`config.mk`:
```
export PLATFORM = sky130hd
export DESIGN_NAME = view_frustum_cull_test_core
export DESIGN_NICKNAME = d
export VERILOG_FILES = /design/src/rtl/core/vfc_pkg.sv /design/src/rtl/core/vfc_dot_unit.sv /design/src/rtl/core/view_frustum_cull_test_core.sv
export VERILOG_INCLUDE_DIRS = /design/src /design/src/rtl/core
export SDC_FILE = /design/constraint.sdc
export NUM_CORES = 2
export LEC_CHECK = 0
export BUFFER_PORTS_ARGS = -buffer_cell sky130_fd_sc_hd__clkbuf_2
export CAP_MARGIN = 25
export CORE_UTILIZATION = 60
export CTS_BUF_LIST = sky130_fd_sc_hd__clkbuf_4
export DETAILED_ROUTE_END_ITERATION = 10
export GPL_TIMING_DRIVEN = 1
export PLACE_DENSITY = 0.8
export SLEW_MARGIN = 20
export SYNTH_ARGS = -nofsm -noshare
export SYNTH_HDL_FRONTEND = slang
export SYNTH_SLANG_ARGS = --single-unit
```
`constraint.sdc`:
```
create_clock -name clk -period 10.3 [get_ports clk]
set_clock_uncertainty 0.15 [all_clocks]
set_input_delay 2.06 -clock clk [delete_from_list [all_inputs] [get_ports clk]]
set_output_delay 2.06 -clock clk [all_outputs]
set_load 0.005 [all_outputs]
```
`src/rtl/core/assert_macros.svh`:
```
// Assertion macros shared by the frustum cull core.
// Bodies are empty when SYNTHESIS is defined.
`ifndef ASSERT_MACROS_SVH
`define ASSERT_MACROS_SVH
`ifndef SYNTHESIS
`define VFC_ASSERT(lbl, clk, rstn, prop) \
  lbl: assert property (@(posedge clk) disable iff (!(rstn)) (prop)) \
    else $error("%m: check failed");
`define VFC_ASSERT_RST(lbl, clk, prop) \
  lbl: assert property (@(posedge clk) (prop)) \
    else $error("%m: reset check failed");
`else
`define VFC_ASSERT(lbl, clk, rstn, prop)
`define VFC_ASSERT_RST(lbl, clk, prop)
`endif
`endif

```
`src/rtl/core/vfc_pkg.sv`:
```
// Shared types and constants for the frustum cull core.
// No dependencies.
`timescale 1ns / 1ps
package vfc_pkg;

  localparam int NUM_PLANES  = 6;
  localparam int NUM_CORNERS = 8;
  localparam int NUM_REGS    = 4;

  localparam int COORD_W  = 24;
  localparam int RADIUS_W = 23;
  localparam int ENTRY_W  = 16;
  localparam int COEF_W   = ENTRY_W + 1;
  localparam int REG_W    = 64;
  localparam int PROD_W   = COEF_W + COORD_W;
  localparam int DIST_W   = 45;
  localparam int PLANE_W  = $clog2(NUM_PLANES);
  localparam int CORNER_W = $clog2(NUM_CORNERS);
  localparam int REGIDX_W = $clog2(NUM_REGS);

  localparam logic [1:0] FUNC_POINT  = 2'd0;
  localparam logic [1:0] FUNC_BOX    = 2'd1;
  localparam logic [1:0] FUNC_SPHERE = 2'd2;

  localparam logic [PLANE_W-1:0]  LAST_PLANE  = PLANE_W'(NUM_PLANES - 1);
  localparam logic [CORNER_W-1:0] LAST_CORNER = CORNER_W'(NUM_CORNERS - 1);

  typedef logic signed [COORD_W-1:0] coord_t;
  typedef logic signed [COEF_W-1:0]  coef_t;
  typedef logic signed [DIST_W-1:0]  dist_t;

  typedef struct packed {
    logic vld;
    logic plane_end;
    logic last;
  } tag_t;

endpackage

```
`src/rtl/core/vfc_dot_unit.sv`:
```
// Shared two-stage plane dot-product unit: d = n.p + w*16.
// Depends on vfc_pkg.
`timescale 1ns / 1ps
module vfc_dot_unit (
  input  logic            clk,
  input  logic            rst_n,
  input  vfc_pkg::tag_t   in_tag,
  input  vfc_pkg::coef_t  nx,
  input  vfc_pkg::coef_t  ny,
  input  vfc_pkg::coef_t  nz,
  input  vfc_pkg::coef_t  nw,
  input  vfc_pkg::coord_t px,
  input  vfc_pkg::coord_t py,
  input  vfc_pkg::coord_t pz,
  output vfc_pkg::tag_t   out_tag,
  output vfc_pkg::dist_t  out_d
);
  import vfc_pkg::*;

  logic signed [PROD_W-1:0] px_prod_r, py_prod_r, pz_prod_r;
  logic signed [COEF_W+3:0] w16_r;
  tag_t                     tag1_r, tag2_r;
  dist_t                    d_r;

  always_ff @(posedge clk) begin
    if (!rst_n) begin
      tag1_r <= '0;
      tag2_r <= '0;
    end else begin
      tag1_r <= in_tag;
      tag2_r <= tag1_r;
    end
  end

  always_ff @(posedge clk) begin
    px_prod_r <= PROD_W'(nx * px);
    py_prod_r <= PROD_W'(ny * py);
    pz_prod_r <= PROD_W'(nz * pz);
    w16_r     <= {nw, 4'b0000};
    d_r       <= DIST_W'(px_prod_r) + DIST_W'(py_prod_r) + DIST_W'(pz_prod_r)
               + DIST_W'(w16_r);
  end

  assign out_tag = tag2_r;
  assign out_d   = d_r;

endmodule

```
`src/rtl/core/view_frustum_cull_test_core.sv`:
```
// View frustum cull test core: point, box and sphere tests against six planes.
// Depends on vfc_pkg, vfc_dot_unit and assert_macros.svh.
//
// Usage: write the four matrix columns through cfg_wr_en/cfg_index/cfg_wdata
// while the core is idle; reset loads the identity matrix. Planes are formed
// on the fly from the columns. A beat on the in_ channel (in_valid high,
// in_stall low) carries a test code and operands; one beat on the out_
// channel returns the visibility bit.
// Every plane/corner pair goes through one shared dot-product unit, one pair
// per cycle, through its registered products and registered sum. Point and
// sphere tests take 6 pairs and a box test takes 48 pairs. An unused test
// code answers culled in the cycle after accept.
// One item is in flight at a time: in_stall stays high from accept until
// the result beat is taken. When the receiver stalls, out_valid and
// out_visible hold. Synchronous active-low reset clears all control state.
`timescale 1ns / 1ps
module view_frustum_cull_test_core (
  input  logic                           clk,
  input  logic                           rst_n,
  input  logic                           cfg_wr_en,
  input  logic [vfc_pkg::REGIDX_W-1:0]   cfg_index,
  input  logic [vfc_pkg::REG_W-1:0]      cfg_wdata,
  input  logic                           in_valid,
  output logic                           in_stall,
  input  logic [1:0]                     in_func,
  input  logic signed [23:0]             in_ax,
  input  logic signed [23:0]             in_ay,
  input  logic signed [23:0]             in_az,
  input  logic signed [23:0]             in_bx,
  input  logic signed [23:0]             in_by_coord,
  input  logic signed [23:0]             in_bz,
  input  logic [vfc_pkg::RADIUS_W-1:0]   in_radius,
  output logic                           out_valid,
  input  logic                           out_stall,
  output logic                           out_visible
);
  import vfc_pkg::*;
  `include "assert_macros.svh"

  typedef enum logic [1:0] {S_IDLE, S_RUN, S_WAIT, S_OUT} state_t;

  state_t                     state_r, state_nxt;
  logic [NUM_REGS-1:0][REG_W-1:0] matrix_r;
  logic [1:0]                 func_r;
  coord_t                     ax_r, ay_r, az_r, bx_r, by_r, bz_r;
  logic [RADIUS_W-1:0]        radius_r;
  logic [PLANE_W-1:0]         plane_r, plane_nxt;
  logic [CORNER_W-1:0]        corner_r, corner_nxt;
  logic                       vis_r, vis_nxt;
  logic                       any_in_r, any_in_nxt;
  logic                       decided_r, decided_nxt;
  logic                       out_valid_r, out_valid_nxt;
  logic                       out_visible_r, out_visible_nxt;

  logic                       accept;
  tag_t                       iss_tag, res_tag;
  coef_t                      coef [4];
  coord_t                     cx, cy, cz;
  dist_t                      res_d, abs_d, rad_d;
  logic                       pos;
  logic [1:0]                 axis;

  assign accept   = in_valid && !in_stall;
  assign in_stall = (state_r != S_IDLE);

  // plane 2a is col3 - col a, plane 2a+1 is col3 + col a
  assign axis = 2'(plane_r[PLANE_W-1:1]);
  always_comb begin
    for (int c = 0; c < 4; c++) begin
      if (plane_r[0]) begin
        coef[c] = COEF_W'($signed(matrix_r[3][c*ENTRY_W +: ENTRY_W]))
                + COEF_W'($signed(matrix_r[axis][c*ENTRY_W +: ENTRY_W]));
      end else begin
        coef[c] = COEF_W'($signed(matrix_r[3][c*ENTRY_W +: ENTRY_W]))
                - COEF_W'($signed(matrix_r[axis][c*ENTRY_W +: ENTRY_W]));
      end
    end
  end

  assign cx = corner_r[2] ? bx_r : ax_r;
  assign cy = corner_r[1] ? by_r : ay_r;
  assign cz = corner_r[0] ? bz_r : az_r;

  always_comb begin
    iss_tag.vld       = (state_r == S_RUN);
    iss_tag.plane_end = (func_r != FUNC_BOX) || (corner_r == LAST_CORNER);
    iss_tag.last      = iss_tag.plane_end && (plane_r == LAST_PLANE);
  end

  vfc_dot_unit u_dot (
    .clk     (clk),
    .rst_n   (rst_n),
    .in_tag  (iss_tag),
    .nx      (coef[0]),
    .ny      (coef[1]),
    .nz      (coef[2]),
    .nw      (coef[3]),
    .px      (cx),
    .py      (cy),
    .pz      (cz),
    .out_tag (res_tag),
    .out_d   (res_d)
  );

  assign pos   = (res_d > 0);
  assign abs_d = res_d[DIST_W-1] ? -res_d : res_d;
  assign rad_d = dist_t'({{(DIST_W-RADIUS_W-14){1'b0}}, radius_r, 14'b0});

  always_comb begin
    state_nxt       = state_r;
    plane_nxt       = plane_r;
    corner_nxt      = corner_r;
    vis_nxt         = vis_r;
    any_in_nxt      = any_in_r;
    decided_nxt     = decided_r;
    out_valid_nxt   = out_valid_r;
    out_visible_nxt = out_visible_r;

    case (state_r)
      S_IDLE: begin
        if (accept) begin
          plane_nxt   = '0;
          corner_nxt  = '0;
          vis_nxt     = 1'b1;
          any_in_nxt  = 1'b0;
          decided_nxt = 1'b0;
          if (in_func == FUNC_POINT || in_func == FUNC_BOX || in_func == FUNC_SPHERE) begin
            state_nxt = S_RUN;
          end else begin
            out_valid_nxt   = 1'b1;
            out_visible_nxt = 1'b0;
            state_nxt       = S_OUT;
          end
        end
      end
      S_RUN: begin
        if (iss_tag.last) begin
          state_nxt = S_WAIT;
        end else if (iss_tag.plane_end) begin
          plane_nxt  = plane_r + 1'b1;
          corner_nxt = '0;
        end else begin
          corner_nxt = corner_r + 1'b1;
        end
      end
      S_WAIT: begin
      end
      S_OUT: begin
        if (!out_stall) begin
          out_valid_nxt = 1'b0;
          state_nxt     = S_IDLE;
        end
      end
      default: state_nxt = S_IDLE;
    endcase

    if (res_tag.vld) begin
      case (func_r)
        FUNC_POINT: begin
          if (!pos) vis_nxt = 1'b0;
        end
        FUNC_BOX: begin
          if (res_tag.plane_end) begin
            if (!(any_in_r || pos)) vis_nxt = 1'b0;
            any_in_nxt = 1'b0;
          end else begin
            any_in_nxt = any_in_r || pos;
          end
        end
        FUNC_SPHERE: begin
          if (!decided_r) begin
            if (res_d < -rad_d) begin
              vis_nxt     = 1'b0;
              decided_nxt = 1'b1;
            end else if (abs_d < rad_d) begin
              vis_nxt     = 1'b1;
              decided_nxt = 1'b1;
            end
          end
        end
        default: vis_nxt = 1'b0;
      endcase
      if (res_tag.last) begin
        out_valid_nxt   = 1'b1;
        out_visible_nxt = vis_nxt;
        state_nxt       = S_OUT;
      end
    end
  end

  always_ff @(posedge clk) begin
    if (!rst_n) begin
      state_r       <= S_IDLE;
      plane_r       <= '0;
      corner_r      <= '0;
      vis_r         <= 1'b0;
      any_in_r      <= 1'b0;
      decided_r     <= 1'b0;
      out_valid_r   <= 1'b0;
      out_visible_r <= 1'b0;
    end else begin
      state_r       <= state_nxt;
      plane_r       <= plane_nxt;
      corner_r      <= corner_nxt;
      vis_r         <= vis_nxt;
      any_in_r      <= any_in_nxt;
      decided_r     <= decided_nxt;
      out_valid_r   <= out_valid_nxt;
      out_visible_r <= out_visible_nxt;
    end
  end

  // matrix columns: identity at reset
  always_ff @(posedge clk) begin
    if (!rst_n) begin
      matrix_r[0] <= REG_W'(64'h0000_0000_0000_4000);
      matrix_r[1] <= REG_W'(64'h0000_0000_4000_0000);
      matrix_r[2] <= REG_W'(64'h0000_4000_0000_0000);
      matrix_r[3] <= REG_W'(64'h4000_0000_0000_0000);
    end else if (cfg_wr_en) begin
      matrix_r[cfg_index] <= cfg_wdata;
    end
  end

  // hold operands of the accepted beat
  always_ff @(posedge clk) begin
    if (accept) begin
      func_r   <= in_func;
      ax_r     <= in_ax;
      ay_r     <= in_ay;
      az_r     <= in_az;
      bx_r     <= in_bx;
      by_r     <= in_by_coord;
      bz_r     <= in_bz;
      radius_r <= in_radius;
    end
  end

  assign out_valid   = out_valid_r;
  assign out_visible = out_visible_r;

  `VFC_ASSERT(a_busy_after_accept, clk, rst_n, accept |=> in_stall)
  `VFC_ASSERT(a_plane_in_range, clk, rst_n, plane_r <= LAST_PLANE)
  `VFC_ASSERT(a_result_while_busy, clk, rst_n,
              res_tag.vld |-> (state_r == S_RUN || state_r == S_WAIT))
  `VFC_ASSERT(a_out_blocks_input, clk, rst_n, out_valid_r |-> in_stall)
  `VFC_ASSERT_RST(a_reset_clears_out, clk, !rst_n |=> !out_valid_r)

endmodule
```
==> out/metrics.cfg <==
[run_status]
outcome = completed

[sta]
fin_ws_ns = 0.3688
fin_crit_sh_pct = 96.42
tightest_slew_ns = 1.128
hold_viol = 0
fmax_ghz = 0.1007
finalCriticalPeriod_ns = 9.931
drv_slew = 0
slew_headroom_pct = 22.65
setup_viol = 0

[global_route]
grt_use_total_pct = 33.45
globalRouteOverflowTotal = 0
grt_max_degree = 152
grt_pass1_vias = 60900
grt_pass1_wl_mm = 328.1
antenna_found_initial = 26

[synthesis]
ys_ff_latch = 629
synth_edf_count = 169
synth-async-reset-ratio_pct = 0
synth_top_area_share_pct = 33.18
synthDistinctLibCells = 76
yosysTopAreaCell = fa_1
synthTopCellsByArea = fa_1 (33%), dfxtp_1 (12%), ha_1 (8.4%), inv_1 (7.3%), edfxtp_1 (6.7%)
synth_nets = 10100
syn-cell-area_mm2 = 0.07542
synth.avg_cell_area_um2 = 9.309
syn_inst = 8102
ys_warn_count = 0
ys.flop_type = dfxtp_1
ys_seq_area_share_pct = 18.94

[routing]
drt_iter0_markers = 4917
first_pass_iters = 6
viasPerCell = 5.722
vias = 58310
wl_per_cell_um = 20.30
wl_mm = 206.9
antenna_left = 0
drcViolationCount = 0

[clock_tree]
cts-htree-levels = 4
cts_tree = yes
clock_latency_ns = 1.18
clockRootBuffer = clkbuf_4
cts_hold_buf = 0
clockBufferDepth = 3
clkSlewWorstSetupHoldPaths_ns = 0.07
cts_buffers = 170
numClockSinks = 629

[place]
dp_hpwl_mm = 164.2
dpl_cell_area_mm2 = 0.07925
dp_slack_ns = 0.1856
portBuffers = 242
routabilityCongestion = 0.9951

[critical_path]
critPathSlowestCell = mux4_2
crit_type = reg -> reg
cp.arrival_ns = 10.82
crit_fanout = 11
end_kind = register
slowest_delay_ns = 0.52
critPathRequiredTime_ns = 11.18
worst_setup_path_start_kind = register
cp_common_cell = fa_1
r2r_slack_ns = 0.37

[job]
maxCapViolCount = 0

[die]
dieArea_mm2 = 0.1271
initial_core_util_pct = 60.77
die_w_um = 356.6
num_rows = 129
ios = 243
coreArea_mm2 = 0.1241
die_y_um = 356.6

[final_layout]
filler_cell_count = 9807
design_area_mm2 = 0.08197
syn2layout_area_growth_pct = 8.686
final_net_count = 10400
drive_gt1_share_pct = 10.90

[min_path]
hold_path_class = reg -> reg

## synthesized netlist by cell type, types with 112 or more instances
cell type  instances
edfxtp_1         169
inv_1           1467
a21oi_1          226
xor2_1           112
fa_1            1250
dfxtp_1          460
nand2_1         1299
o21ai_0          125
nor2_1           551
and2_1           137
a21boi_0         270
clkbuf_1         267
xnor2_1          254
ha_1             507
## placed cells by master, fill, tap and decap left out, drive strengths merged, types with 169 or more instances in the layout
cell and count:
xnor2 254, buf 181, nand2 1299, edfxtp 169
inv 1474, ha 507, a21boi 270, a21oi 227
fa 1250, nor2 551, dfxtp 460, clkbuf 483
## repair_timing
action	in CTS	in global routing
gates resized for setup	0	51
setup endpoints to repair	0	30
setup buffers	0	13
endpoints found under the hold margin	0	0
## sequential cells by signal, summed over array words and instances (netlist names), 2 cells and up
signal / flops
u_dot.w16_r: 17
matrix_r: 256
u_dot.pz_prod_r: 41
bz_r: 24
bx_r: 24
corner_r: 3
u_dot.out_tag: 3
ax_r: 24
u_dot.tag1_r: 3
plane_r: 3
u_dot.px_prod_r: 41
u_dot.py_prod_r: 41
radius_r: 23
func_r: 2
u_dot.out_d: 45
ay_r: 24
az_r: 24
state_r: 2
by_r: 24
## final timing paths
check | start | endpoint | cells after the start
setup / recovery | plane_r[1] | u_dot.px_prod_r[40] | 37
setup reg to reg | plane_r[1] | u_dot.px_prod_r[40] | 37
hold reg to reg | u_dot.tag1_r[0] | u_dot.out_tag[0] | 1
hold / removal | u_dot.tag1_r[0] | u_dot.out_tag[0] | 1
## worst max-delay path: cells and delay by family (launching register included)
family | cells | cell delay [ns]
simple gates | 5 | 1.07
flops | 1 | 0.43
buf+inv | 7 | 0.83
fa+ha+maj | 8 | 3.49
compound gates | 13 | 2.83
mux | 2 | 0.69
xor+xnor | 2 | 0.29
## per-layer routing
layer | track usage (%) | part of all wire, %
met5 | 0 | 0.048
met4 | 16.56 | 5.1
met3 | 6.859 | 9.7
met2 | 53.23 | 46
met1 | 43.64 | 39
## cells by family after synthesis
family	count (synthesis)	synth area share, %
and+or+nand+nor	2397	13.67
AOI/OAI and AO/OA	974	8.656
DFF	629	18.94
adders and majority gates	1757	41.59
muxes	217	4.066
buffers and inverters	1760	8.790
xor gates and xnor gates	368	4.293
## final cells by class
class	instances	area, um2	share of cell area (%)
multi-input combinational	5713	54950	67.03
antenna	19	47.55	0.05800
clock buffer	241	1809	2.207
tap	1637	2048	2.499
inverter	1468	5515	6.728
clock inverter	61	461.7	0.5632
sequential	629	14290	17.44
timing repair buffer	423	2849	3.475
## per-stage QoR
step / cells / util (%) / hold slack, ns / TNS, ns
floorplan: 8102 / - / 0.2619 / -0.07337
global placement: 9854 / 63.84 / 0.2646 / 0
detailed placement: 9854 / 63.85 / 0.2725 / 0
CTS: 10160 / 65.68 / 0.2900 / 0
global route: 10190 / 66.04 / 0.3145 / -0.03659
finish: 10190 / 66.04 / 0.2858 / 0
Power is not shown: default switching activity piles up to over one toggle a cycle in this logic, so the estimate is an artifact.
